## config.mk

```make
export PLATFORM = sky130hd
export DESIGN_NAME = mrsr_ctrl
export DESIGN_NICKNAME = d
export VERILOG_FILES = /design/src/sv/mrsr_pkg.sv /design/src/sv/mrsr_ctrl.sv
export SDC_FILE = /design/constraint.sdc
export NUM_CORES = 1
export LEC_CHECK = 0
export ABC_AREA = 1
export BUFFER_PORTS_ARGS = -buffer_cell sky130_fd_sc_hd__buf_2
export CAP_MARGIN = 30
export CELL_PAD_IN_SITES_DETAIL_PLACEMENT = 1
export CELL_PAD_IN_SITES_GLOBAL_PLACEMENT = 2
export CORE_ASPECT_RATIO = 2
export CORE_MARGIN = 5
export CORE_UTILIZATION = 30
export DETAILED_ROUTE_END_ITERATION = 6
export PLACE_DENSITY_LB_ADDON = 0.15
export SLEW_MARGIN = 20
export SYNTH_ARGS = -nofsm -noshare
export SYNTH_HDL_FRONTEND = slang
export SYNTH_SLANG_ARGS = --single-unit
```

## constraint.sdc

```tcl
create_clock -name clk_i -period 2.48 [get_ports clk_i]
set_input_delay 0.124 -clock clk_i [delete_from_list [all_inputs] [get_ports clk_i]]
set_output_delay 0.124 -clock clk_i [all_outputs]
set_load 0.01 [all_outputs]
```

## src/sv/mrsr_pkg.sv

```systemverilog
`default_nettype none
// ----------------------------------------------------------------------------
// mrsr_pkg
// Shared types, codes and the select-code decode tables for the multitap
// row-scan responder.
// ----------------------------------------------------------------------------
package mrsr_pkg;

  // words per socket in the value and mask stores
  localparam int unsigned WordsPerSocket = 16;
  localparam int unsigned WordIdxW = 4;

  // word driven for an absent or unused socket
  localparam logic [31:0] IDLE_WORD = 32'hFFFD_FFFD;

  // reset value of the timeout register
  localparam logic [9:0] TIMEOUT_RESET = 10'd288;

  // input word kinds
  typedef enum logic [1:0] {
    KIND_SAMPLE = 2'd0,
    KIND_WR_VAL = 2'd1,
    KIND_WR_MSK = 2'd2,
    KIND_FORCE  = 2'd3
  } kind_e;

  // mapping modes
  localparam logic [1:0] MODE_STD        = 2'd0;
  localparam logic [1:0] MODE_SIX_SINGLE = 2'd1;
  localparam logic [1:0] MODE_SIX_TAP    = 2'd2;
  localparam logic [1:0] MODE_UNUSED     = 2'd3;

  // configuration register indexes
  localparam logic CFG_MAP_MODE = 1'b0;
  localparam logic CFG_TIMEOUT  = 1'b1;

  // last row of a frame
  localparam logic [1:0] LAST_ROW = 2'd3;

  // select code to socket and row
  localparam logic [1:0] CODE_SOCKET [16] = '{
    2'd1, 2'd1, 2'd1, 2'd1, 2'd2, 2'd2, 2'd2, 2'd0,
    2'd2, 2'd3, 2'd3, 2'd0, 2'd3, 2'd0, 2'd0, 2'd3
  };
  localparam logic [1:0] CODE_ROW [16] = '{
    2'd0, 2'd1, 2'd2, 2'd3, 2'd0, 2'd1, 2'd2, 2'd3,
    2'd3, 2'd0, 2'd1, 2'd2, 2'd2, 2'd1, 2'd0, 2'd3
  };

  // input word
  typedef struct packed {
    kind_e       kind;
    logic [3:0]  select_code;
    logic [1:0]  socket;
    logic [3:0]  word_index;
    logic [31:0] word_value;
  } in_item_t;

  // result word
  typedef struct packed {
    logic [31:0] drive_word;
    logic        drive_valid;
    logic        stall_active;
    logic        frame_done;
    logic [1:0]  frame_socket;
  } out_item_t;

  // per-item control carried alongside the store read
  typedef struct packed {
    logic       drive_valid;
    logic       use_mask;
    logic       idle;
    logic       stall_active;
    logic       frame_done;
    logic [1:0] frame_socket;
  } meta_t;

endpackage

`default_nettype wire

```

## src/sv/mrsr_ctrl.sv

```systemverilog
`default_nettype none
// ----------------------------------------------------------------------------
// mrsr_ctrl
// Scan state and configuration: change detection, stall timeout, socket
// banks, and the store read address for each accepted word.
// ----------------------------------------------------------------------------
module mrsr_ctrl
  import mrsr_pkg::*;
#(
  parameter int unsigned Sockets = 4,
  parameter int unsigned Banks   = 3
) (
  input  wire logic                                      clk_i,
  input  wire logic                                      rst_ni,
  input  wire logic                                      cfg_we_i,
  input  wire logic                                      cfg_index_i,
  input  wire logic [9:0]                                cfg_data_i,
  input  wire logic                                      accept_i,
  input  wire in_item_t                                  item_i,
  output      logic                                      rd_en_o,
  output      logic [$clog2(Sockets*WordsPerSocket)-1:0] rd_addr_o,
  output      meta_t                                     meta_o
);

  localparam int unsigned AddrW = $clog2(Sockets * WordsPerSocket);

  logic [1:0] mode_q;
  logic [9:0] limit_q;
  logic [1:0] bank_q [4];
  logic [3:0] last_q;
  logic       base_q;
  logic       lock_q;
  logic [9:0] count_q;

  logic [1:0] mode_d;
  logic [1:0] bank_d [4];
  logic [3:0] last_d;
  logic       base_d;
  logic       lock_d;
  logic [9:0] count_d;

  logic [1:0]          sock;
  logic [1:0]          row;
  logic [1:0]          bank;
  logic [1:0]          src;
  logic [3:0]          widx;
  logic                idle;
  logic [1+WordIdxW:0] full_addr;
  logic                is_sample;
  logic                changed;
  logic                needs_read;

  // decode the select code and pick the word
  always_comb begin
    sock = CODE_SOCKET[item_i.select_code];
    row  = CODE_ROW[item_i.select_code];
    bank = bank_q[sock];
    src  = sock;
    widx = {2'b00, row};
    idle = 1'b0;
    case (mode_q)
      MODE_SIX_SINGLE: begin
        src  = 2'd0;
        if (sock == 2'd1) begin
          widx = 4'd4 + {bank, 2'b00} + {2'b00, row};
        end else if (sock != 2'd0) begin
          idle = 1'b1;
        end
      end
      MODE_SIX_TAP: begin
        widx = 4'd4 + {bank, 2'b00} + {2'b00, row};
      end
      default: begin
        widx = {2'b00, row};
      end
    endcase
    if (32'(src) >= Sockets) begin
      idle = 1'b1;
    end
  end

  assign full_addr = {src, widx};
  assign rd_addr_o = full_addr[AddrW-1:0];

  assign is_sample  = (item_i.kind == KIND_SAMPLE);
  assign changed    = is_sample && base_q && (item_i.select_code != last_q);
  assign needs_read = changed || (item_i.kind == KIND_FORCE);
  assign rd_en_o    = accept_i && needs_read && !idle;

  // scan state update
  always_comb begin
    last_d  = last_q;
    base_d  = base_q;
    lock_d  = lock_q;
    count_d = count_q;
    bank_d  = bank_q;
    if (accept_i && is_sample) begin
      if (!base_q) begin
        base_d = 1'b1;
        last_d = item_i.select_code;
      end else if (changed) begin
        last_d  = item_i.select_code;
        lock_d  = 1'b1;
        count_d = '0;
        if (row == LAST_ROW) begin
          if (32'(bank_q[sock]) >= Banks - 1) begin
            bank_d[sock] = 2'd0;
          end else begin
            bank_d[sock] = bank_q[sock] + 2'd1;
          end
        end
      end else if (lock_q) begin
        if (count_q >= limit_q) begin
          lock_d  = 1'b0;
          count_d = '0;
        end else begin
          count_d = count_q + 10'd1;
        end
      end
    end
  end

  // control that travels with the read
  always_comb begin
    meta_o.drive_valid  = needs_read;
    meta_o.use_mask     = is_sample;
    meta_o.idle         = idle;
    meta_o.stall_active = lock_d;
    meta_o.frame_done   = changed && (row == LAST_ROW);
    meta_o.frame_socket = (changed && (row == LAST_ROW)) ? sock : 2'd0;
  end

  // mode register folds the unused code onto standard
  assign mode_d = (cfg_data_i[1:0] == MODE_UNUSED) ? MODE_STD : cfg_data_i[1:0];

  // registers
  always_ff @(posedge clk_i or negedge rst_ni) begin
    if (!rst_ni) begin
      mode_q  <= MODE_STD;
      limit_q <= TIMEOUT_RESET;
      bank_q  <= '{default: 2'd0};
      last_q  <= '0;
      base_q  <= 1'b0;
      lock_q  <= 1'b0;
      count_q <= '0;
    end else begin
      if (cfg_we_i && (cfg_index_i == CFG_MAP_MODE)) begin
        mode_q <= mode_d;
      end
      if (cfg_we_i && (cfg_index_i == CFG_TIMEOUT)) begin
        limit_q <= cfg_data_i;
      end
      bank_q  <= bank_d;
      last_q  <= last_d;
      base_q  <= base_d;
      lock_q  <= lock_d;
      count_q <= count_d;
    end
  end

endmodule

`default_nettype wire

```

==> results.json <==
{
  "top_layer": "met4",
  "fin_crit_sh": 0.897,
  "die_height_um": 135,
  "pwr-share-seq": 0.409,
  "ys_ff_latch": 36,
  "status": "finished clean",
  "die_x_um": 72.4,
  "coreArea_mm2": 0.00760,
  "async_reset_ff_frac": 1.00,
  "cp_max_fo": 4,
  "initial_core_util": 0.307,
  "finalSetupTns_ns": 0,
  "dp_slack_ns": 0.275,
  "cp.arrival_ns": 2.10,
  "yosysMostFrequentCell": "nand2_1",
  "route.detailed.drc": 0,
  "p_clk_frac": 0.352,
  "route.met2.wl_mm": 4.10,
  "seq_area_frac_synth": 0.387,
  "setup_ws_ns": 0.256,
  "drive_gt1_frac": 0.182,
  "cap_viol_max_count": 0,
  "synth_largest_area_cell": "dfrtp_1",
  "antenna-diode-count": 0,
  "required_ns": 2.36,
  "first_pass_iters": 4,
  "synth_edf_count": 0,
  "p_leak_nw": 1.52,
  "num-nets-final": 432,
  "path_clk_slew_ns": 0.06,
  "avgRoutedWirePerCell_um": 14.6,
  "finClkSkew_ns": 0.00743,
  "multi_input_area_mm2": 0.00120,
  "area_growth_pct": 18.4,
  "cts_resized": 0,
  "power.switching_uw": 617,
  "vias_per_cell": 4.69,
  "htreeDepth": 2,
  "drtIter0Drc": 80,
  "p_int_mw": 1.23,
  "cts_sinks": 36,
  "ant_nets": 0,
  "synth_top_area_share": 0.364,
  "portBuffers": 34,
  "crit_path_start_kind": "register",
  "vias": 2122,
  "avgSynthCellArea_um2": 7.30,
  "end_kind": "output port",
  "yosys_warnings": 0,
  "ys_types": 27,
  "grt_max_degree": 37,
  "grt_pass1_vias": 2302,
  "rsz0062_at_grt": "false",
  "antenna_found_initial": 0,
  "wl_met1_mm": 2.24,
  "path_class": "register to output port",
  "fillCellCount": 981,
  "wl_mm": 6.59,
  "die_area_mm2": 0.00976,
  "synth_fp_nets": 395,
  "post_cts_buffers": 0,
  "placed_area_mm2": 0.00259,
  "finalMaxSlewViolations": 0,
  "clock_latency_ns": 0.28,
  "fin_area_mm2": 0.00277,
  "ioPinCount": 73,
  "cts_hold_buf": 1,
  "hp-class": "input port to register",
  "grt_util_all_layers": 0.146,
  "max-clock-path-buffers": 2,
  "min_period_ns": 2.22,
  "irDropWorstVdd_v": 0.000288,
  "place_congestion": 0.777,
  "std_cell_rows": 45,
  "synth_cells": 320,
  "swShare": 0.334,
  "hold_slack_ns": 0.0759,
  "synth_top_flop_cell": "dfrtp_1",
  "regArea_um2": 903,
  "clock.fmax_mhz": 450,
  "place_hpwl_mm": 5.45,
  "cts_tree": "yes",
  "met3_length_um": 128,
  "p_comb_frac": 0.238,
  "relSlewSlack": 0.603,
  "cts_made_buffers": 5,
  "setup_viol": 0,
  "cts-root-buf": "clkbuf_16",
  "grt_pass1_wl_mm": 10.8,
  "ys_top_cells_by_area": "dfrtp_1, nand2_1, ha_1, inv_1, nand3_1",
  "pwr_density_cell_mw_per_mm2": 668,
  "yosys-top-cells-count": "nand2_1, inv_1, dfrtp_1, nor2_1, nand3_1",
  "finalHoldViolations": 0,
  "tightest_slew_ns": 0.594,
  "syn_area_mm2": 0.00234,
  "grt_overflow": 0
}
## worst max-delay path, cell delays in order (launching register included)
cell and delay (ns):
dfstp_2 0.51, inv_1 0.05, ha_1 0.30, nand2_1 0.11
inv_1 0.05, nand2_1 0.06, nand2_1 0.05, nand2_1 0.06
nand4_1 0.22, nand4_1 0.16, nand2_1 0.06, inv_1 0.06
buf_2 0.12
## cell type report
cell class,instances,share of cell area
multi-input combinational,228,0.436
sequential,36,0.327
timing repair buffer,36,0.0724
inverter,50,0.0688
clock buffer,6,0.0502
tap,94,0.0425
clock inverter,2,0.00362
## power groups by stage
stage          clock network [mW]  registers, mW  logic [mW]
2_1_floorplan                   0          0.735       0.319
3_3_place_gp                    0          0.766       0.435
3_5_place_dp                    0          0.768       0.451
4_1_cts                     0.673          0.758       0.453
5_1_grt                     0.698          0.768       0.515
6_report                    0.651          0.755       0.440
## through the flow
stage / total power, mW / utilization / instances
6_report: 1.85 / 0.364 / 452
3_3_place_gp: 1.20 / 0.340 / 442
5_1_grt: 1.98 / 0.364 / 452
2_1_floorplan: 1.05 / - / 320
4_1_cts: 1.88 / 0.361 / 451
3_5_place_dp: 1.22 / 0.340 / 442
## state kept, by name, indices dropped and copies added (netlist names)
name and flops:
lock_q 1, mode_q 2, last_q 4, limit_q 10, base_q 1, bank_q 8
count_q 10
## worst paths after layout
path,start,end,slack [ns],cells after the start
max reg2reg,limit_q[5]$_DFFE_PN1P_,count_q[5]$_DFFE_PN0P_,0.45,11
min reg2reg,limit_q[5]$_DFFE_PN1P_,limit_q[5]$_DFFE_PN1P_,0.49,2
max in group asynchronous,rst_ni,bank_q[7]$_DFFE_PN0P_,1.75,3
min in group asynchronous,rst_ni,limit_q[4]$_DFFE_PN0P_,0.28,2
min,cfg_data_i[8],limit_q[8]$_DFFE_PN1P_,0.08,3
max,limit_q[5]$_DFFE_PN1P_,meta_o[3],0.26,12
## kinds of logic after synthesis
family,count (synthesis),synth area share
fa+ha+maj,16,0.0857
simple gates,174,0.328
compound gates,32,0.0761
flops,36,0.387
buf+inv,56,0.0975
xor+xnor,6,0.0257
## metal layers
metal	vias up	track usage
li1	1078	-
met5	-	0
met4	0	0.0565
met2	24	0.304
met3	7	0.0224
met1	1013	0.131
## layout by cell type (no fill, tap or decap), drive strengths merged
cell         netlist  layout
nand2             95      95
inv               50      50
nor2              38      38
buf                4      35
dfrtp             34      34
nand3             29      29
o21ai             19      19
ha                16      16
a21oi             12      12
nand4              8       8
xor2               6       6
clkbuf             2       6
nor3               3       3
clkinv             0       2
dfstp              2       2
o21bai             1       1
nor3b              1       1
dlygate4sd3        0       1
(Power assumes the default switching activity.)
